File: src/rtl/dmnc_pkg.sv
// shared types, codes and constants for the density matrix noise channel
// no dependencies; the top, dmnc_regs and dmnc_mac refer to it by scoped names, the testbench imports it
`default_nettype none

package dmnc_pkg;

    localparam int MAX_QUBITS_DEF   = 4;
    localparam int ELEMENT_BITS_DEF = 32;

    localparam int FACTOR_W     = 17;
    localparam int FACTOR_SHIFT = 16;
    localparam logic [FACTOR_W-1:0] FACTOR_ONE = 17'h10000;

    localparam int PADDR_W = 5;
    localparam int PDATA_W = 32;
    localparam int LSH_W   = 3;
    localparam int RSH_W   = 5;

    typedef enum logic [1:0] {
        CMD_WRITE = 2'd0,
        CMD_APPLY = 2'd1,
        CMD_READ  = 2'd2
    } t_cmd;

    typedef enum logic [1:0] {
        KIND_DEPOL = 2'd0,
        KIND_AMP   = 2'd1,
        KIND_PHASE = 2'd2
    } t_kind;

    typedef enum logic [2:0] {
        REG_CHANNEL_KIND    = 3'd0,
        REG_QUBIT_COUNT     = 3'd1,
        REG_TARGET_QUBIT    = 3'd2,
        REG_STRENGTH        = 3'd3,
        REG_COHERENCE_SCALE = 3'd4
    } t_reg;

    typedef enum logic [3:0] {
        ST_IDLE,
        ST_READ,
        ST_TR_RD,
        ST_TR_ACC,
        ST_TR_SAT,
        ST_EL_RD,
        ST_EL_LD,
        ST_PT_LD,
        ST_ISSUE0,
        ST_ISSUE1,
        ST_DRAIN,
        ST_CAPTURE,
        ST_DONE
    } t_state;

    // how one entry is updated by the current channel
    typedef enum logic [2:0] {
        CL_SKIP,
        CL_DIAG,
        CL_OMP,
        CL_CS,
        CL_LOW
    } t_cls;

    typedef struct packed {
        logic [1:0]          channel_kind;
        logic [2:0]          qubit_count;
        logic [1:0]          target_qubit;
        logic [FACTOR_W-1:0] strength;
        logic [FACTOR_W-1:0] coherence_scale;
    } t_cfg;

    typedef struct packed {
        logic             issue;
        logic             clear;
        logic [LSH_W-1:0] lsh;
    } t_mac_ctl;

endpackage

`default_nettype wire

File: src/rtl/dmnc_mac.sv
// shared multiply-accumulate unit with round-to-nearest and saturation
// depends on dmnc_pkg; product register, then accumulator register
`default_nettype none

module dmnc_mac #(
    parameter int MAX_QUBITS   = dmnc_pkg::MAX_QUBITS_DEF,
    parameter int ELEMENT_BITS = dmnc_pkg::ELEMENT_BITS_DEF
) (
    input  wire logic                              i_clk,
    input  wire logic                              i_rst_n,
    input  dmnc_pkg::t_mac_ctl                     i_ctl,
    input  wire logic signed [ELEMENT_BITS-1:0]    i_x,
    input  wire logic signed [dmnc_pkg::FACTOR_W:0] i_f,
    input  wire logic        [dmnc_pkg::RSH_W-1:0] i_rsh,
    output logic signed      [ELEMENT_BITS-1:0]    o_result
);

    localparam int PW = ELEMENT_BITS + dmnc_pkg::FACTOR_W + 1;
    localparam int AW = PW + MAX_QUBITS + 1;
    localparam logic signed [AW-1:0] E_MAX =
        AW'((64'sd1 <<< (ELEMENT_BITS - 1)) - 64'sd1);
    localparam logic signed [AW-1:0] E_MIN = -E_MAX - AW'(1);

    logic signed [PW-1:0]             r_prod;
    logic                             r_valid;
    logic                             r_clear;
    logic        [dmnc_pkg::LSH_W-1:0] r_lsh;
    logic signed [AW-1:0]             r_acc;
    logic signed [AW-1:0]             prod_sh;
    logic signed [AW-1:0]             half;
    logic signed [AW-1:0]             rounded;
    logic signed [AW-1:0]             shifted;

    always_ff @(posedge i_clk) begin
        if (!i_rst_n) begin
            r_valid <= 1'b0;
        end else begin
            r_valid <= i_ctl.issue;
        end
    end

    always_ff @(posedge i_clk) begin
        r_prod  <= i_x * i_f;
        r_clear <= i_ctl.clear;
        r_lsh   <= i_ctl.lsh;
        if (r_valid) begin
            r_acc <= (r_clear ? '0 : r_acc) + prod_sh;
        end
    end

    assign prod_sh = AW'(r_prod) <<< r_lsh;

    // ties round toward plus infinity: add half an lsb, then floor
    assign half    = AW'(1) <<< (i_rsh - dmnc_pkg::RSH_W'(1));
    assign rounded = r_acc + half;
    assign shifted = rounded >>> i_rsh;

    always_comb begin
        if (shifted > E_MAX) begin
            o_result = ELEMENT_BITS'(E_MAX);
        end else if (shifted < E_MIN) begin
            o_result = ELEMENT_BITS'(E_MIN);
        end else begin
            o_result = shifted[ELEMENT_BITS-1:0];
        end
    end

endmodule

`default_nettype wire

File: config.mk
export PLATFORM = sky130hd
export DESIGN_NAME = dmnc_mac
export DESIGN_NICKNAME = d
export VERILOG_FILES = /design/src/rtl/dmnc_pkg.sv /design/src/rtl/dmnc_mac.sv
export SDC_FILE = /design/constraint.sdc
export NUM_CORES = 2
export LEC_CHECK = 0
export BUFFER_PORTS_ARGS = -buffer_cell sky130_fd_sc_hd__buf_2
export CORE_ASPECT_RATIO = 0.9
export CORE_MARGIN = 2
export CORE_UTILIZATION = 53
export CTS_BUF_LIST = sky130_fd_sc_hd__clkbuf_2 sky130_fd_sc_hd__clkbuf_4 sky130_fd_sc_hd__clkbuf_8
export CTS_CLUSTER_DIAMETER = 30
export DETAILED_ROUTE_END_ITERATION = 8
export PLACE_DENSITY = 0.69
export SLEW_MARGIN = 20
export SYNTH_ARGS = -nofsm -noshare
export SYNTH_HDL_FRONTEND = slang
export SYNTH_SLANG_ARGS = --single-unit
File: constraint.sdc
create_clock -name i_clk -period 9.34 [get_ports i_clk]
set_input_delay 0 -clock i_clk [delete_from_list [all_inputs] [get_ports i_clk]]
set_output_delay 0 -clock i_clk [all_outputs]
set_load 0.01 [all_outputs]
After elaboration in Yosys (flattened, before gate mapping) --
Index checks and enable logic that the tools add are counted.
Storage, ports and cells: register bits 110, memory bits (writable) 0, output and inout bits 32, bits in latches 0, memories 0, bits of input ports 62, logic and storage cells 17, bits in read-only memories 0
Operators by class: $add $sub $neg 3, order comparisons 2, shifts and indexed selects 3, multiplexer cells 3, bitwise gates (word level) 0, divide/modulo/power cells 0, equal/unequal tests 0, reductions and logical operators 0, $mul 1
Operators by type and width (count):
- adder 55 bit | 2
- 2-to-1 mux 32 bit | 2
- greater-than comparator 55 x 32 -> 1 bit (second input constant) | 1
- < comparator 55 x 32 -> 1 bit (second input constant) | 1
- 2-to-1 mux 55 bit | 1
- <<< shifter 2 x 5 -> 55 bit (first input constant) | 1
- <<< shifter 50 x 3 -> 55 bit | 1
- >>> shifter 55 x 5 -> 55 bit | 1
- multiplier 32 x 18 -> 50 bit | 1
- subtractor 5 x 1 -> 5 bit (second input constant) | 1

Logic depth before layout (Yosys ltp) --
word-level depth 7, mapped depth 29, gate-level depth less buffers 28

Worst setup path before layout --
OpenSTA, ideal clock, no wires.
path kind in2reg, from input port i_x[10], to register r_prod[32], setup slack 2.995 ns, cell stages on the path 27, data required time 9.268 ns, data arrival time 6.273 ns, buffers on the path 2, setup time 0.072 ns, cells stage by stage clkbuf_1 clkbuf_1 nand2_1 fa_1 inv_1 fa_1 inv_1 fa_1 inv_1 fa_1 inv_1 fa_1 inv_1 fa_1 ha_1 or4_1 nor4_1 o21ai_0 nand3_1 nand2_1 a41o_1 a21o_1 or3_1 a31oi_1 o21bai_1 a21oi_1 xnor2_1
On the way: word-level cells in the longest chain between the ends 1
Ends and longest elaborated chain:
- start, declared | line dmnc_mac.sv:12 | input wire logic signed [ELEMENT_BITS-1:0] i_x,
- multiplier 32 x 18 -> 50 bit | line dmnc_mac.sv:43 | r_prod <= i_x * i_f;
- end signal, assigned | line dmnc_mac.sv:43
- end, declared | line dmnc_mac.sv:24 | logic signed [PW-1:0] r_prod;
No other way between the ends. A chain may end at the register's enable or synchronous reset.

Worst setup path in the final report --
from input port i_rsh[2] (netlist name), to output port o_result[0]
On the way: word-level cells in the longest chain between the ends 7, elaborated cells between the ends (all ways) 8, those cells by class 2 x add/sub; 2 x order compare; 2 x shift; 2 x mux
Ends and longest elaborated chain:
- start, declared | line dmnc_mac.sv:14 | input wire logic [dmnc_pkg::RSH_W-1:0] i_rsh,
- subtractor 5 x 1 -> 5 bit | line dmnc_mac.sv:54 | assign half = AW'(1) <<< (i_rsh - dmnc_pkg::RSH_W'(1));
- <<< shifter 2 x 5 -> 55 bit | line dmnc_mac.sv:54
- adder 55 bit | line dmnc_mac.sv:55 | assign rounded = r_acc + half;
- >>> shifter 55 x 5 -> 55 bit * | line dmnc_mac.sv:56 | assign shifted = rounded >>> i_rsh;
- < comparator 55 x 32 -> 1 bit | line dmnc_mac.sv:61 | end else if (shifted < E_MIN) begin
- 2-to-1 mux 32 bit | line dmnc_mac.sv:61
- 2-to-1 mux 32 bit * | line dmnc_mac.sv:59 | if (shifted > E_MAX) begin
- end, declared | line dmnc_mac.sv:15 | output logic signed [ELEMENT_BITS-1:0] o_result
Every way passes the cells marked *; elsewhere a longest branch is shown, timed or not.

==> summary.txt <==
Hold Path Class: in2reg
Seq/Total Area, Yosys: 0.0815
final standard cell utilization of the core: 0.555
row count: 87
TritonCTS clock tree: built
actual transition at the worst max-transition pin: 0.943 ns
Syn Area/Cell: 8.57 um^2
total placed cells including tap cells: 4674
result of the run: finished clean
DRC marker count from the first detailed-route iteration: 2237
layout cells sized above 1: 0.0724
Initial Utilization: 0.538
total of fill cells in the finished design: 5886
total number of nets in the final design: 4670
post-detailed-route via-to-cell ratio: 5.81
number of nets in the synthesized netlist: 4767
number of buffers inserted during clock tree synthesis: 9
routed wirelength normalized by instance count: 19.0 um
overall routed net length: 89500 um
Post-synth EDFFs: 55
Post-Place Setup Slack: 2.09 ns
destination of the critical timing path: o_result[0]
Area growth, synth to finish: 3.21%
Worst Path Class, Setup: in2out
setup_tns: 0 ns
RSZ-0062 raised after global routing: no
num ports: 94
initial antenna violation count: 1
Die ar.: 65800 um^2
cts-stage hold buffer count: 6
Placer Congestion: 0.977
worst r2r src: r_lsh[1]
Startpoint Class: input port
sinks on the clock net: 110
total global routing track utilization: 0.277
worst slew slack as a fraction of its limit: 0.355
final worst clock skew: 0.0240 ns
Setup crit end kind: output pin
largest net degree at the start of global routing: 61
synthesized netlist cell count: 3943
crit-path max FO: 39
post-CTS setup-driven buffer insertion count: 0
Non-Filler Instances: 4697
Remaining DRCs: 0
Unique masters post-synth: 101
Die Y-Extent: 244 um
hold violation total from the final report: 0
Buffers on Ports: 93
clk slew on worst S/H paths: 0.09 ns
DP HPWL: 72700 um
vias in the first global route: 27600
worst-case clock buffer depth: 2
max-cap violations: 0
remaining global-route overflow: 0
length of the first detailed-routing pass in iterations: 8
post-synthesis sequential element count: 110
insertion delay of the later-clocked pin in the worst-skew pair: 0.44 ns
area of the placeable core: 62800 um^2
number of setup violations in the final report: 0
primary flip-flop cell chosen by synthesis mapping: edfxtp_1
post-synthesis instance area: 33800 um^2
first-pass GRT wire length: 147000 um
worst reg2reg path depth: 17
required time of the worst setup path: 9.34 ns
die boundary width: 270 um
arrival time of the worst setup path: 7.01 ns
post-synthesis async set-or-reset flop share: 0
endpoint of the worst register-to-register path: r_acc[53]
CTS-repair resized insts: 0
yosys synthesis warning count: 0
clock root cell: clkbuf_8
number of nets with antenna violations after detailed routing: 0
Tcrit/Tclk final: 0.751
total count of max-transition violations in the final report: 0
shortest period the worst path allows: 7.01 ns
deepest level of the CTS H-tree: 3
detailed-route via count: 27300
Worst Slack Setup Final: 2.33 ns
reg-to-reg slack, setup: 3.56 ns
highest achievable clock rate: 143 MHz
first element of the critical path: i_rsh[2]
## routing by layer
metal	share of wire	vias to the layer above	wire length [um]	track usage
met3	0.079	135	7090	0.0410
met4	0.021	0	1870	0.0626
met1	0.45	13400	40000	0.395
li1	-	12700	-	-
met2	0.45	1091	40500	0.446
met5	0	-	0	0
## synth_stat cells, types with 20 or more instances
cell / instances / area, um^2
nand3_1: 45 / 225
o21ai_0: 102 / 510
dfxtp_1: 55 / 1100
and2_1: 188 / 1180
nand2_1: 544 / 2040
nand4_1: 26 / 163
a21oi_1: 183 / 916
mux2i_1: 93 / 931
ha_1: 207 / 2590
and3_1: 21 / 131
or3_1: 20 / 125
xnor2_1: 99 / 867
inv_1: 582 / 2180
a21o_1: 67 / 503
nor2b_1: 64 / 400
nor2_1: 203 / 762
fa_1: 555 / 11100
o21ai_1: 33 / 165
nand2b_1: 52 / 325
o21a_1: 23 / 173
edfxtp_1: 55 / 1650
xor2_1: 51 / 447
mux4_2: 45 / 1010
clkbuf_1: 194 / 728
o21bai_1: 28 / 210
nor3_1: 51 / 255
mux2_2: 53 / 597
o211ai_1: 24 / 180
a211oi_1: 39 / 293
## cells by family after synthesis
kind of cell / Yosys count / synth area share
xor gates and xnor gates: 150 / 0.0389
buffers and inverters: 816 / 0.0921
DFF: 110 / 0.0815
AOI/OAI and AO/OA: 658 / 0.131
muxes: 192 / 0.0756
and+or+nand+nor: 1255 / 0.176
adders and majority gates: 762 / 0.405
## worst min-delay path by stage
stage	startpoint	depth (start not counted)	endpoint
5_1_grt	i_x[0]	2	r_prod[0]
2_1_floorplan	i_ctl[3]	0	r_clear
4_1_cts	i_x[0]	2	r_prod[0]
3_3_place_gp	i_ctl[3]	1	r_clear
6_report	i_x[0]	2	r_prod[0]
3_5_place_dp	i_ctl[0]	1	r_lsh[0]
## stage by stage
step                      instance area (um^2)  hold WS, ns
after global placement                   34600        0.105
final                                    34900        0.122
after detailed placement                 34600        0.105
after floorplan                          33800       0.0277
after global routing                     34900       0.0933
after CTS                                34900       0.0747
## area by class of cell
type	count	area (um^2)	area share
Antenna cell	1	2.50	0.0000717
Clock buffer	11	151	0.00434
Clock inverter	5	81.3	0.00233
Inverter	586	2200	0.0631
Multi-Input combinational cell	3017	27900	0.801
Sequential cell	110	2760	0.0791
Tap cell	845	1060	0.0303
Timing Repair Buffer	122	698	0.0200
## registers in the layout (all words and copies together) (netlist names)
name     flops
r_valid      1
r_prod      50
r_clear      1
r_lsh        3
r_acc       55
## placed cells by master, fill, tap and decap left out, drive strengths merged, types with 64 or more instances in the layout
master  netlist  layout
o21ai       139     139
xnor2        99      99
a21o         68      68
mux2i        93      93
fa          555     555
nor2        204     204
ha          207     207
inv         584     588
and2        188     188
nor2b        64      64
a21oi       184     184
nand2       545     545
buf          34     116
## worst max-delay path: stages
cell	delay (ns)
buf_2	0.32
inv_1	0.32
buf_4	0.49
nand2_1	0.50
nor3_1	0.35
ha_1	0.34
a21oi_1	0.20
o21ai_0	0.18
a221oi_1	0.58
a21oi_1	0.24
o31ai_1	0.37
xor2_1	0.36
a21oi_1	0.12
a21oi_1	0.46
a221oi_1	0.23
a221oi_2	0.35
nand4_1	0.15
or4_4	0.57
o21ai_4	0.53
o21ai_0	0.16
buf_2	0.18
Power is not shown: default switching activity piles up to over one toggle a cycle in this logic, so the estimate is an artifact.
