File: config.mk
export PLATFORM = sky130hd
export DESIGN_NAME = dmnc_regs
export DESIGN_NICKNAME = d
export VERILOG_FILES = /design/src/rtl/dmnc_pkg.sv /design/src/rtl/dmnc_regs.sv
export SDC_FILE = /design/constraint.sdc
export NUM_CORES = 1
export LEC_CHECK = 0
export BUFFER_PORTS_ARGS = -buffer_cell sky130_fd_sc_hd__buf_4
export CAP_MARGIN = 5
export CORE_MARGIN = 1
export CORE_UTILIZATION = 47
export CTS_CLUSTER_SIZE = 14
export DETAILED_ROUTE_END_ITERATION = 12
export GPL_ROUTABILITY_DRIVEN = 0
export PLACE_DENSITY = 0.89
export SETUP_SLACK_MARGIN = 0.02
export SLEW_MARGIN = 20
export SYNTH_ARGS = -nofsm -noshare
export SYNTH_HDL_FRONTEND = slang
export SYNTH_SLANG_ARGS = --single-unit
File: constraint.sdc
create_clock -name i_clk -period 2.41 [get_ports i_clk]
set_input_delay 0.241 -clock i_clk [delete_from_list [all_inputs] [get_ports i_clk]]
set_output_delay 0.241 -clock i_clk [all_outputs]
set_load 0.01 [all_outputs]
File: src/rtl/dmnc_pkg.sv
// shared types, codes and constants for the density matrix noise channel
// no dependencies; the top, dmnc_regs and dmnc_mac refer to it by scoped names, the testbench imports it
`default_nettype none

package dmnc_pkg;

    localparam int MAX_QUBITS_DEF   = 4;
    localparam int ELEMENT_BITS_DEF = 32;

    localparam int FACTOR_W     = 17;
    localparam int FACTOR_SHIFT = 16;
    localparam logic [FACTOR_W-1:0] FACTOR_ONE = 17'h10000;

    localparam int PADDR_W = 5;
    localparam int PDATA_W = 32;
    localparam int LSH_W   = 3;
    localparam int RSH_W   = 5;

    typedef enum logic [1:0] {
        CMD_WRITE = 2'd0,
        CMD_APPLY = 2'd1,
        CMD_READ  = 2'd2
    } t_cmd;

    typedef enum logic [1:0] {
        KIND_DEPOL = 2'd0,
        KIND_AMP   = 2'd1,
        KIND_PHASE = 2'd2
    } t_kind;

    typedef enum logic [2:0] {
        REG_CHANNEL_KIND    = 3'd0,
        REG_QUBIT_COUNT     = 3'd1,
        REG_TARGET_QUBIT    = 3'd2,
        REG_STRENGTH        = 3'd3,
        REG_COHERENCE_SCALE = 3'd4
    } t_reg;

    typedef enum logic [3:0] {
        ST_IDLE,
        ST_READ,
        ST_TR_RD,
        ST_TR_ACC,
        ST_TR_SAT,
        ST_EL_RD,
        ST_EL_LD,
        ST_PT_LD,
        ST_ISSUE0,
        ST_ISSUE1,
        ST_DRAIN,
        ST_CAPTURE,
        ST_DONE
    } t_state;

    // how one entry is updated by the current channel
    typedef enum logic [2:0] {
        CL_SKIP,
        CL_DIAG,
        CL_OMP,
        CL_CS,
        CL_LOW
    } t_cls;

    typedef struct packed {
        logic [1:0]          channel_kind;
        logic [2:0]          qubit_count;
        logic [1:0]          target_qubit;
        logic [FACTOR_W-1:0] strength;
        logic [FACTOR_W-1:0] coherence_scale;
    } t_cfg;

    typedef struct packed {
        logic             issue;
        logic             clear;
        logic [LSH_W-1:0] lsh;
    } t_mac_ctl;

endpackage

`default_nettype wire

File: src/rtl/dmnc_regs.sv
// apb configuration registers of the noise channel
// depends on dmnc_pkg
`default_nettype none

module dmnc_regs (
    input  wire logic                         i_clk,
    input  wire logic                         i_rst_n,
    input  wire logic                         psel,
    input  wire logic                         penable,
    input  wire logic                         pwrite,
    input  wire logic [dmnc_pkg::PADDR_W-1:0] paddr,
    input  wire logic [dmnc_pkg::PDATA_W-1:0] pwdata,
    output logic      [dmnc_pkg::PDATA_W-1:0] prdata,
    output logic                              pready,
    output dmnc_pkg::t_cfg                    o_cfg
);

    dmnc_pkg::t_cfg r_cfg;
    dmnc_pkg::t_reg reg_sel;
    logic           wr_en;

    assign pready  = 1'b1;
    assign reg_sel = dmnc_pkg::t_reg'(paddr[dmnc_pkg::PADDR_W-1:2]);
    assign wr_en   = psel & penable & pwrite;
    assign o_cfg   = r_cfg;

    always_ff @(posedge i_clk) begin
        if (!i_rst_n) begin
            r_cfg.channel_kind    <= 2'd0;
            r_cfg.qubit_count     <= 3'd1;
            r_cfg.target_qubit    <= 2'd0;
            r_cfg.strength        <= '0;
            r_cfg.coherence_scale <= dmnc_pkg::FACTOR_ONE;
        end else if (wr_en) begin
            case (reg_sel)
                dmnc_pkg::REG_CHANNEL_KIND: begin
                    r_cfg.channel_kind <= pwdata[1:0];
                end
                dmnc_pkg::REG_QUBIT_COUNT: begin
                    r_cfg.qubit_count <= pwdata[2:0];
                end
                dmnc_pkg::REG_TARGET_QUBIT: begin
                    r_cfg.target_qubit <= pwdata[1:0];
                end
                dmnc_pkg::REG_STRENGTH: begin
                    r_cfg.strength <= pwdata[dmnc_pkg::FACTOR_W-1:0];
                end
                dmnc_pkg::REG_COHERENCE_SCALE: begin
                    r_cfg.coherence_scale <= pwdata[dmnc_pkg::FACTOR_W-1:0];
                end
                default: begin
                end
            endcase
        end
    end

    always_comb begin
        case (reg_sel)
            dmnc_pkg::REG_CHANNEL_KIND:    prdata = dmnc_pkg::PDATA_W'(r_cfg.channel_kind);
            dmnc_pkg::REG_QUBIT_COUNT:     prdata = dmnc_pkg::PDATA_W'(r_cfg.qubit_count);
            dmnc_pkg::REG_TARGET_QUBIT:    prdata = dmnc_pkg::PDATA_W'(r_cfg.target_qubit);
            dmnc_pkg::REG_STRENGTH:        prdata = dmnc_pkg::PDATA_W'(r_cfg.strength);
            dmnc_pkg::REG_COHERENCE_SCALE: prdata = dmnc_pkg::PDATA_W'(r_cfg.coherence_scale);
            default:                       prdata = '0;
        endcase
    end

endmodule

`default_nettype wire

## Yosys cells after proc, flatten, opt, wreduce, memory -nomap -nowiden

Index checks and enable logic that the tools add are counted.

- Input bits: 42
- Output and inout bits: 74
- Word-level logic and storage cells: 18
- Register bits: 41

- Multiplexer cells: 1
- Equality and inequality tests: 4
- Reductions and logical operators: 6
- Bitwise logic cells: 2

Operators with widths:

| kind | number |
|---|---|
| 17-bit case mux with 5 select lines | 1 |
| 2-bit AND reduction | 5 |
| 3-bit by 2-bit == test with 1-bit output (second input constant) | 2 |
| 3-bit by 1-bit == test with 1-bit output (second input constant) | 1 |
| 3-bit == test (second input constant) | 1 |
| 3-bit logical NOT | 1 |
| 1-bit AND | 2 |

## Logic depth before layout (Yosys ltp)

Gate-level depths: netlist of the first run.

- Word-level depth: 3
- Depth in mapped cells: 6
- Gate-level depth less buffers: 3

## Worst setup path after synthesis of the first run

OpenSTA, ideal clock, no wires.

- Kind: input to output
- Start: input port paddr[4] (netlist bit)
- End: output port prdata[12] (netlist bit)
- Data arrival time: 1128 ps
- Required time: 2169 ps
- Cell stages on the path: 6
- Buffers on the path: 3
- Setup slack: 1041 ps
- Path through: buf_4 -> inv_1 -> and3_1 -> clkbuf_1 -> buf_2 -> a22o_1

- Cells in the longest elaborated chain, start to end: 2
- Elaborated cells on any way between the ends: 6
- Those cells by class: eq/ne (4); mux (1); reduce/logical (1)

RTL lines:

| what | RTL line | text |
|---|---|---|
| start, declared | dmnc_regs.sv:11 | `input wire logic [dmnc_pkg::PADDR_W-1:0] paddr,` |
| 3-bit == test (tied with other cells) | dmnc_regs.sv:58 | `case (reg_sel)` |
| 17-bit case mux with 5 select lines * | dmnc_regs.sv:58 |  |
| end, declared | dmnc_regs.sv:13 | `output logic [dmnc_pkg::PDATA_W-1:0] prdata,` |

Mark *: on every way between the ends. The rest lies on a longest branch, timed or not.

## Worst setup path in the final report of the first run

- Start: input port paddr[3] (netlist bit)
- End: output port prdata[11] (netlist bit)

The elaborated chain is that of the path after synthesis.

==> parameters.txt, run 1 <==
Parameter                              Value

STA
  Final hold violation count ... 0
  Total negative setup slack ... 0 ps
  Minimum period implied by the final worst setup slack ... 1780 ps
  FMAX ... 0.561 GHz
  Period Utilization, post-route ... 0.739
  Max-Slew Margin vs Limit ... 0.512
  Number of pins exceeding their max-slew limit in the final report ... 0
  Minimum hold slack ... 225 ps
  Final setup violating endpoints ... 0
  Final worst clock skew ... 0 ps
  Transition time at the pin with the least slew margin ... 732 ps
  Setup repair after global routing missed its margin ... no

Pwr
  Power per cell area ... 472 mW/mm^2
  Logic pwr share ... 0.105
  Share of total power in the clock network ... 0.344
  Power spent charging and discharging nets ... 0.307 mW
  Switching share of total power ... 0.247
  Cell-internal power ... 0.938 mW
  Leakage component of the power ... 1.17 nW
  Sequential Power Share ... 0.551
  Peak supply drop ... 0.260 mV

Floorplan
  Core box area ... 0.00409 sq mm
  Initial standard-cell utilization of the core ... 0.499
  I/O Pins ... 116
  Height of the die ... 67.9 um
  Die area ... 0.00461 sq mm
  Width of the die ... 67.9 um
  Floorplan row count ... 23

Layout
  Count of nets after finishing ... 329
  Proportion of layout cells with a drive suffix above 1 ... 0.344
  Register cell area after layout ... 821 sq um
  Final cell area excluding filler cells ... 0.00264 sq mm
  Multi-input logic area ... 0.00104 sq mm
  Commonest cells after routing, fill and taps aside ... sky130_fd_sc_hd__buf_4 (82), sky130_fd_sc_hd__nand2_1 (56), sky130_fd_sc_hd__mux2i_1 (44)
  Number of inserted diodes ... 0
  Area growth from synthesis to layout ... 29.3%
  Fill count ... 345
  Commonest non-fill, non-tap cell in the layout ... sky130_fd_sc_hd__buf_4
  Fin util ... 0.646
  Max FFs per register ... 41
  Post-layout instance count excluding filler cells ... 338

Flow run
  Max capacitance violation total ... 0

Global route
  Via count of the first global-routing pass ... 1427
  Global-route wire length before repair ... 6620 um
  Maximum number of pins on one net before global-route repair ... 60
  Gr usage total ... 0.197
  Antenna violations before repair ... 0
  GR Overflow Total ... 0

Worst hold path
  Min-delay worst type ... input pin to flip-flop

Synth
  Share of synthesized area occupied by flip-flops and latches ... 0.402
  Cells after Synth ... 215
  Share of the synthesized area in the top cell type ... 0.402
  Top cells by area, synth ... sky130_fd_sc_hd__dfxtp_1 (40%), sky130_fd_sc_hd__mux2i_1 (22%), sky130_fd_sc_hd__nand2_1 (10%), sky130_fd_sc_hd__buf_4 (6.3%), sky130_fd_sc_hd__a22o_1 (6.0%)
  Cell accounting for the most synthesized area ... sky130_fd_sc_hd__dfxtp_1
  Count of distinct cell types in the synthesized netlist ... 26
  Synthesis-stage register bit count ... 41
  Netlist area before placement ... 0.00204 sq mm
  Count of warnings emitted by yosys ... 0
  Synth Area per Inst ... 9.49 sq um

CTS
  Worst-case clock buffer depth ... 2
  Number of hold buffers added after cts ... 0
  CTS buffer count ... 5
  Num Clock Sinks ... 41
  Clock input transition at the sequential cells of the worst setup and hold paths ... 70 ps
  H-Tree Level Count ... 2
  Clock tree from TritonCTS ... yes
  Gates resized, CTS repair ... 0
  Clock insertion delay at the later pin of the skew report ... 280 ps
  Buffer type at the clock tree root ... sky130_fd_sc_hd__clkbuf_8
  Post-CTS Setup Inserts ... 0

Drt
  Wire length per cell ... 13.8 um
  Post-detailed-route count of antenna-violating nets ... 0
  Drc violations ... 0
  Final Routed Wirelength ... 4680 um
  Total via count in the routed design ... 1719
  Count of TritonRoute iterations in the first routing pass ... 4
  DRT iter0 DRCs ... 106
  Drt via density ... 5.09

Placement
  Post-placement cell area ... 0.00256 sq mm
  Port Buffers ... 82
  Estimated wirelength of the detail-placed design ... 3260 um
  Placed insts ... 330

Critical path
  Nature of the critical path startpoint ... input pin
  Required time of the critical path ... 2170 ps
  Kind of end point of the critical path ... output pin
  Largest driver fanout on the critical path ... 15
  Start-to-end type of the worst setup path ... input pin to output pin
  Data arrival at the endpoint of the critical path ... 1540 ps

Outcome
  Result of the run ... completed
[through the flow]
step / total power [mW] / worst slack, ps
detailed placement: 0.832 / 622
finish: 1.25 / 628
global route: 1.29 / 559
CTS: 1.26 / 614
global placement: 0.830 / 612
floorplan: 0.801 / 1040
[cells by family after synthesis]
kind of cell | synth area share
AOI/OAI and AO/OA | 0.0901
buffers and inverters | 0.113
DFF | 0.402
muxes | 0.221
other | 0.00368
and+or+nand+nor | 0.170
[per-layer routing]
metal / vias to the layer above / part of all wire / GRT usage
met4: 0 / 0.0090 / 0.0703
met3: 5 / 0.067 / 0.0500
li1: 843 / - / -
met5: - / 0 / 0
met1: 798 / 0.44 / 0.244
met2: 73 / 0.49 / 0.329
[cell type report]
type                    instances  share of cell area
multi-input cells             153               0.395
clock buffers                   6              0.0275
well taps                      50              0.0237
repair buffers                 82               0.233
clock inverters                 2             0.00379
flip-flops and latches         41               0.311
inverters                       4             0.00569
[critical path: stages]
cell                       delay [ps]
sky130_fd_sc_hd__buf_4            170
sky130_fd_sc_hd__nand2b_4         190
sky130_fd_sc_hd__nor2_2           570
sky130_fd_sc_hd__a22o_1           240
sky130_fd_sc_hd__buf_4            120
[cells in the mapped netlist (all sizes together)]
cell type / n
nand2: 56
mux2i: 44
dfxtp: 41
buf: 25
a22o: 14
clkbuf: 6
inv: 4
nor2: 4
o21ai: 3
conb: 2
nand2b: 2
nor2b: 2
o21a: 2
o22ai: 2
a32o: 1
and3: 1
mux2: 1
nand4: 1
nand4b: 1
nor3: 1
o311ai: 1
or3: 1
[worst paths after layout]
check                              start                     end  slack, ps  cells after the start
hold / removal                 pwdata[0]  o_cfg[36]$_SDFFE_PN1P_        230                      3
hold reg to reg   o_cfg[35]$_SDFFE_PN0P_  o_cfg[35]$_SDFFE_PN0P_        480                      2
setup reg to reg  o_cfg[16]$_SDFFE_PN1P_  o_cfg[16]$_SDFFE_PN1P_       1720                      2
setup / recovery                paddr[3]              prdata[11]        630                      5
[power by group through the flow]
stage                     combinational [mW]  sequential (mW)  clock [mW]
final                                  0.131            0.686       0.428
after floorplan                       0.0975            0.704           0
after CTS                              0.131            0.686       0.441
after global placement                 0.128            0.702           0
after global routing                   0.143            0.686       0.464
after detailed placement               0.131            0.702           0
Power figures use the tool's default switching activity.
==> run 2: changes to the inputs <==
--- a/config.mk
+++ b/config.mk
@@ -8,11 +8,11 @@
 export BUFFER_PORTS_ARGS = -buffer_cell sky130_fd_sc_hd__buf_4
 export CAP_MARGIN = 5
 export CORE_MARGIN = 1
-export CORE_UTILIZATION = 47
+export CORE_UTILIZATION = 40
 export CTS_CLUSTER_SIZE = 14
 export DETAILED_ROUTE_END_ITERATION = 12
 export GPL_ROUTABILITY_DRIVEN = 0
-export PLACE_DENSITY = 0.89
+export PLACE_DENSITY = 0.81
 export SETUP_SLACK_MARGIN = 0.02
 export SLEW_MARGIN = 20
 export SYNTH_ARGS = -nofsm -noshare
==> constraint.sdc (replaced) <==
create_clock -name i_clk -period 1.5 [get_ports i_clk]
set_input_delay 0.15 -clock i_clk [delete_from_list [all_inputs] [get_ports i_clk]]
set_output_delay 0.15 -clock i_clk [all_outputs]
set_load 0.01 [all_outputs]
==> parameters.txt, run 2 (synthesis gave the netlist of run 1 again) <==
Parameter                              Value

CTS
  H-Tree Level Count ... 2
  Clock input transition at the sequential cells of the worst setup and hold paths ... 80 ps
  Post-CTS Setup Inserts ... 0
  Number of hold buffers added after cts ... 0
  Clock tree from TritonCTS ... yes
  Worst-case clock buffer depth ... 2
  Clock insertion delay at the later pin of the skew report ... 280 ps
  CTS buffer count ... 5
  Num Clock Sinks ... 41
  Buffer type at the clock tree root ... sky130_fd_sc_hd__clkbuf_8

Layout
  Final cell area excluding filler cells ... 0.00278 sq mm
  Count of nets after finishing ... 337
  Proportion of layout cells with a drive suffix above 1 ... 0.378
  Commonest cells after routing, fill and taps aside ... sky130_fd_sc_hd__buf_4 (89), sky130_fd_sc_hd__nand2_1 (56), sky130_fd_sc_hd__mux2i_1 (44)
  Post-layout instance count excluding filler cells ... 363
  Number of inserted diodes ... 0
  Commonest non-fill, non-tap cell in the layout ... sky130_fd_sc_hd__buf_4
  Area growth from synthesis to layout ... 36.2%
  Max FFs per register ... 41

Drt
  Wire length per cell ... 13.4 um
  Total via count in the routed design ... 1718
  Final Routed Wirelength ... 4870 um
  Post-detailed-route count of antenna-violating nets ... 0
  Drt via density ... 4.73
  DRT iter0 DRCs ... 85
  Drc violations ... 0
  Count of TritonRoute iterations in the first routing pass ... 4

STA
  Minimum hold slack ... 124 ps
  FMAX ... 0.699 GHz
  Minimum period implied by the final worst setup slack ... 1430 ps
  Final hold violation count ... 0
  Final setup violating endpoints ... 0
  Period Utilization, post-route ... 0.954
  Number of pins exceeding their max-slew limit in the final report ... 0
  Setup repair after global routing missed its margin ... no
  Final worst clock skew ... 0 ps

Flow run
  Max capacitance violation total ... 0

Critical path
  Worst setup endpoint ... prdata[2]
  R2R Setup Slk ... 820 ps
  Ordered list of cells on the worst path ... mux2_2 > a32o_2 > buf_4
  Cell with the biggest individual delay on the critical path ... sky130_fd_sc_hd__dfxtp_2
  Worst setup path startpoint ... o_cfg[19]$_SDFFE_PN0P_
  Number of cells on the worst reg-to-reg path ... 2
  Top Family by Delay on Critical Path ... flip-flops
  Required time of the critical path ... 1350 ps
  Start-to-end type of the worst setup path ... flip-flop to output pin
  Start of the worst register-to-register path ... o_cfg[16]$_SDFFE_PN1P_
  Worst flop-to-flop path endpoint ... o_cfg[16]$_SDFFE_PN1P_
  Kind of end point of the critical path ... output pin
  Largest driver fanout on the critical path ... 3
  Critical path depth in cells ... 3
  Critical path's largest stage delay ... 340 ps
  Worst path bufs/invs ... 1
  Nature of the critical path startpoint ... flip-flop
  Data arrival at the endpoint of the critical path ... 1280 ps

Pwr
  Share of total power in the clock network ... 0.409
  Cell-internal power ... 1.74 mW
  Peak supply drop ... 0.450 mV
  Sequential Power Share ... 0.490
  Power per cell area ... 809 mW/mm^2
  Logic pwr share ... 0.101
  Power spent charging and discharging nets ... 0.512 mW
  Leakage component of the power ... 1.23 nW
  Switching share of total power ... 0.228

Placement
  Estimated wirelength of the detail-placed design ... 3430 um
  Port Buffers ... 82
  Post-placement cell area ... 0.00265 sq mm
  Placed insts ... 355

Floorplan
  Width of the die ... 73.4 um
  Floorplan row count ... 25
  Height of the die ... 73.4 um
  Initial standard-cell utilization of the core ... 0.424
  I/O Pins ... 116
  Core box area ... 0.00482 sq mm
  Die area ... 0.00539 sq mm

Global route
  GR Overflow Total ... 0
  Global-route wire length before repair ... 7330 um
  Via count of the first global-routing pass ... 1572
  Antenna violations before repair ... 0
  Gr usage total ... 0.178
  Maximum number of pins on one net before global-route repair ... 34

Worst hold path
  Min-delay worst type ... input pin to flip-flop

Outcome
  Result of the run ... completed
## run 2: changes by cell type in the layout (fill, tap and decap cells not counted), moves of 2 or more
| cell | change |
|---|---|
| sky130_fd_sc_hd__buf_4 | +7 |
| sky130_fd_sc_hd__dfxtp_1 | -2 |
| sky130_fd_sc_hd__dfxtp_2 | +2 |
| sky130_fd_sc_hd__clkinv_2 | -2 |
## run 2: worst min-delay path by stage
stage / from / to / slack [ps] / depth (start not counted)
floorplan: pwdata[16] / o_cfg[33]$_SDFFE_PN0P_ / 290 / 2
global placement: pwdata[16] / o_cfg[33]$_SDFFE_PN0P_ / 420 / 3
detailed placement: pwdata[16] / o_cfg[33]$_SDFFE_PN0P_ / 430 / 3
CTS: pwdata[16] / o_cfg[33]$_SDFFE_PN0P_ / 110 / 3
global route: pwdata[16] / o_cfg[33]$_SDFFE_PN0P_ / 120 / 3
finish: pwdata[16] / o_cfg[33]$_SDFFE_PN0P_ / 120 / 3
## run 2: final cells by class
class,instances,area (sq um)
timing repair buffer,90,688
sequential,41,823
multi-input combinational,153,1050
tap,67,83.8
inverter,4,15.0
clock buffer,6,82.6
fill,460,2040
clock inverter,2,37.5
## run 2: metal layers
layer / track usage / part of all wire / vias to the layer above
met3: 0.0466 / 0.062 / 9
met1: 0.225 / 0.47 / 785
met2: 0.293 / 0.46 / 70
met4: 0.0598 / 0.015 / 0
li1: - / - / 854
met5: 0 / 0 / -
## run 2: power groups by stage
stage | Combinational [mW] | Clock (mW) | Sequential, mW
CTS | 0.227 | 0.946 | 1.10
floorplan | 0.157 | 0 | 1.13
finish | 0.227 | 0.920 | 1.10
global placement | 0.221 | 0 | 1.13
global route | 0.248 | 0.986 | 1.10
detailed placement | 0.224 | 0 | 1.13
## run 2: worst register-to-register path, cell delays in order, from the launching register on
cell and delay (ps):
sky130_fd_sc_hd__dfxtp_1 330, sky130_fd_sc_hd__o21ai_0 70, sky130_fd_sc_hd__o311ai_0 140
## run 2: per-stage QoR
| step | TNS [ps] | util | worst slack [ps] | total power [mW] |
|---|---|---|---|---|
| finish | 0 | 0.577 | 68.8 | 2.25 |
| CTS | 0 | 0.576 | 20.2 | 2.27 |
| floorplan | 0 | - | 313 | 1.29 |
| global route | 0 | 0.577 | 29.7 | 2.34 |
| global placement | 0 | 0.550 | 7.09 | 1.35 |
| detailed placement | -30.9 | 0.550 | -22.3 | 1.35 |
## run 2: what timing repair did
item                                    in CTS  in global routing
endpoints found under the setup margin      15                 15
resized for setup                            1                  4
pin swaps                                    0                  1
cloned                                       0                  0
==> run 3: changes to the inputs <==
--- a/config.mk
+++ b/config.mk
@@ -7,12 +7,14 @@
 export LEC_CHECK = 0
 export BUFFER_PORTS_ARGS = -buffer_cell sky130_fd_sc_hd__buf_4
 export CAP_MARGIN = 5
+export CELL_PAD_IN_SITES_DETAIL_PLACEMENT = 1
+export CELL_PAD_IN_SITES_GLOBAL_PLACEMENT = 2
 export CORE_MARGIN = 1
-export CORE_UTILIZATION = 40
+export CORE_UTILIZATION = 22
 export CTS_CLUSTER_SIZE = 14
 export DETAILED_ROUTE_END_ITERATION = 12
 export GPL_ROUTABILITY_DRIVEN = 0
-export PLACE_DENSITY = 0.81
+export PLACE_DENSITY = 0.8
 export SETUP_SLACK_MARGIN = 0.02
 export SLEW_MARGIN = 20
 export SYNTH_ARGS = -nofsm -noshare
==> parameters.txt, run 3 (synthesis gave the netlist of run 1 again) <==
Parameter                              Value

CTS
  H-Tree Level Count ... 2
  Num Clock Sinks ... 41
  Buffer type at the clock tree root ... sky130_fd_sc_hd__clkbuf_8
  CTS buffer count ... 5
  Clock tree from TritonCTS ... yes
  Clock insertion delay at the later pin of the skew report ... 290 ps
  Clock input transition at the sequential cells of the worst setup and hold paths ... 70 ps
  Worst-case clock buffer depth ... 2

Critical path
  Start-to-end type of the worst setup path ... flip-flop to output pin
  Cell with the biggest individual delay on the critical path ... sky130_fd_sc_hd__dfxtp_2
  Required time of the critical path ... 1350 ps
  Ordered list of cells on the worst path ... mux2_2 > a32o_2 > buf_4
  Start of the worst register-to-register path ... o_cfg[36]$_SDFFE_PN1P_
  Largest driver fanout on the critical path ... 3
  Kind of end point of the critical path ... output pin
  Data arrival at the endpoint of the critical path ... 1290 ps
  Nature of the critical path startpoint ... flip-flop
  Critical path's largest stage delay ... 330 ps
  Worst setup path startpoint ... o_cfg[19]$_SDFFE_PN0P_

Layout
  Proportion of layout cells with a drive suffix above 1 ... 0.381
  Max FFs per register ... 41
  Commonest non-fill, non-tap cell in the layout ... sky130_fd_sc_hd__buf_4
  Area growth from synthesis to layout ... 38.6%
  Number of inserted diodes ... 0
  Commonest cells after routing, fill and taps aside ... sky130_fd_sc_hd__buf_4 (93), sky130_fd_sc_hd__nand2_1 (56), sky130_fd_sc_hd__mux2i_1 (44)
  Count of nets after finishing ... 341
  Fin util ... 0.320

Global route
  GR Overflow Total ... 0
  Antenna violations before repair ... 0
  Global-route wire length before repair ... 9340 um
  Maximum number of pins on one net before global-route repair ... 31
  Gr usage total ... 0.124
  Via count of the first global-routing pass ... 1781

Drt
  Drc violations ... 1
  Final Routed Wirelength ... 5980 um
  Wire length per cell ... 14.7 um
  Count of TritonRoute iterations in the first routing pass ... 10
  Drt via density ... 4.35
  Post-detailed-route count of antenna-violating nets ... 0
  Total via count in the routed design ... 1769
  DRT iter0 DRCs ... 36

Worst hold path
  Min-delay worst type ... input pin to flip-flop
  Hold Path Origin ... pwdata[16]

STA
  Transition time at the pin with the least slew margin ... 497 ps
  Minimum hold slack ... 130 ps
  Final worst clock skew ... 0 ps
  Post-route worst setup slack ... 56.2 ps
  Max-Slew Margin vs Limit ... 0.668
  Minimum period implied by the final worst setup slack ... 1440 ps
  Number of pins exceeding their max-slew limit in the final report ... 0
  FMAX ... 0.693 GHz
  Final setup violating endpoints ... 0
  Final hold violation count ... 0
  Setup repair after global routing missed its margin ... no
  Period Utilization, post-route ... 0.963

Placement
  Estimated wirelength of the detail-placed design ... 4480 um
  DP Worst Slack ... -116 ps
  Port Buffers ... 82

Floorplan
  Die area ... 0.00966 sq mm
  Floorplan row count ... 34
  Width of the die ... 98.3 um
  I/O Pins ... 116
  Height of the die ... 98.3 um
  Core box area ... 0.00885 sq mm
  Initial standard-cell utilization of the core ... 0.231

Pwr
  Power spent charging and discharging nets ... 0.506 mW
  Logic pwr share ... 0.116
  Leakage component of the power ... 1.24 nW
  Sequential Power Share ... 0.532
  Cell-internal power ... 1.57 mW
  Peak supply drop ... 0.315 mV
  Share of total power in the clock network ... 0.352
  Switching share of total power ... 0.244
  Power per cell area ... 733 mW/mm^2

Outcome
  Failing checks ... design-rule violations
  Result of the run ... finished, violations left

Flow run
  Max capacitance violation total ... 0
run 3: cell types whose count changed in the layout (fill, tap and decap cells not counted), sizes merged:
cell      delta
buf          +4
bufinv       -1
clkbuf       +1
clkinvlp     -1
run 3: timing repair:
| action | in CTS | in global routing |
|---|---|---|
| hold buffers | 0 | 0 |
| endpoints found under the setup margin | 15 | 1 |
| setup buffers | 0 | 0 |
| gates resized for setup | 2 | 3 |
| pin swaps | 0 | 1 |
run 3: worst paths after layout:
check	end	slack (ps)	cells after the start
max	prdata[2]	60	3
max reg2reg	o_cfg[36]$_SDFFE_PN1P_	820	2
min reg2reg	o_cfg[13]$_SDFFE_PN0P_	480	2
min	o_cfg[33]$_SDFFE_PN0P_	130	3
run 3: cell type report:
type | instances | area (sq um)
inverters | 4 | 15.0
repair buffers | 94 | 718
fillers | 1042 | 6020
clock buffers | 7 | 86.3
multi-input cells | 153 | 1050
flip-flops and latches | 41 | 823
well taps | 108 | 135
run 3: power by group through the flow:
| stage | registers, mW | logic (mW) | clock network (mW) |
|---|---|---|---|
| finish | 1.10 | 0.241 | 0.730 |
| floorplan | 1.13 | 0.157 | 0 |
| global route | 1.10 | 0.264 | 0.797 |
| CTS | 1.10 | 0.245 | 0.768 |
| detailed placement | 1.13 | 0.243 | 0 |
| global placement | 1.13 | 0.239 | 0 |
run 3: critical path, delay by kind of cell, from the launching register on:
| kind | cells | cell delay (ps) |
|---|---|---|
| DFF | 1 | 330 |
| muxes | 1 | 280 |
| AOI/OAI and AO/OA | 1 | 260 |
| buffers and inverters | 1 | 140 |
run 3: per-layer routing:
metal,GRT usage,wire length (um),up-vias
met3,0.0322,298,4
met5,0,0,-
met2,0.224,2970,56
met1,0.147,2670,849
met4,0.0241,35,0
li1,-,-,860
run 3: metrics by stage:
stage	std cells	TNS, ps	area (sq um)	power [mW]
floorplan	229	0	2090	1.29
global placement	400	-1140	2730	1.37
detailed placement	400	-1430	2730	1.37
CTS	407	0	2820	2.12
global route	407	0	2830	2.16
finish	407	0	2830	2.07
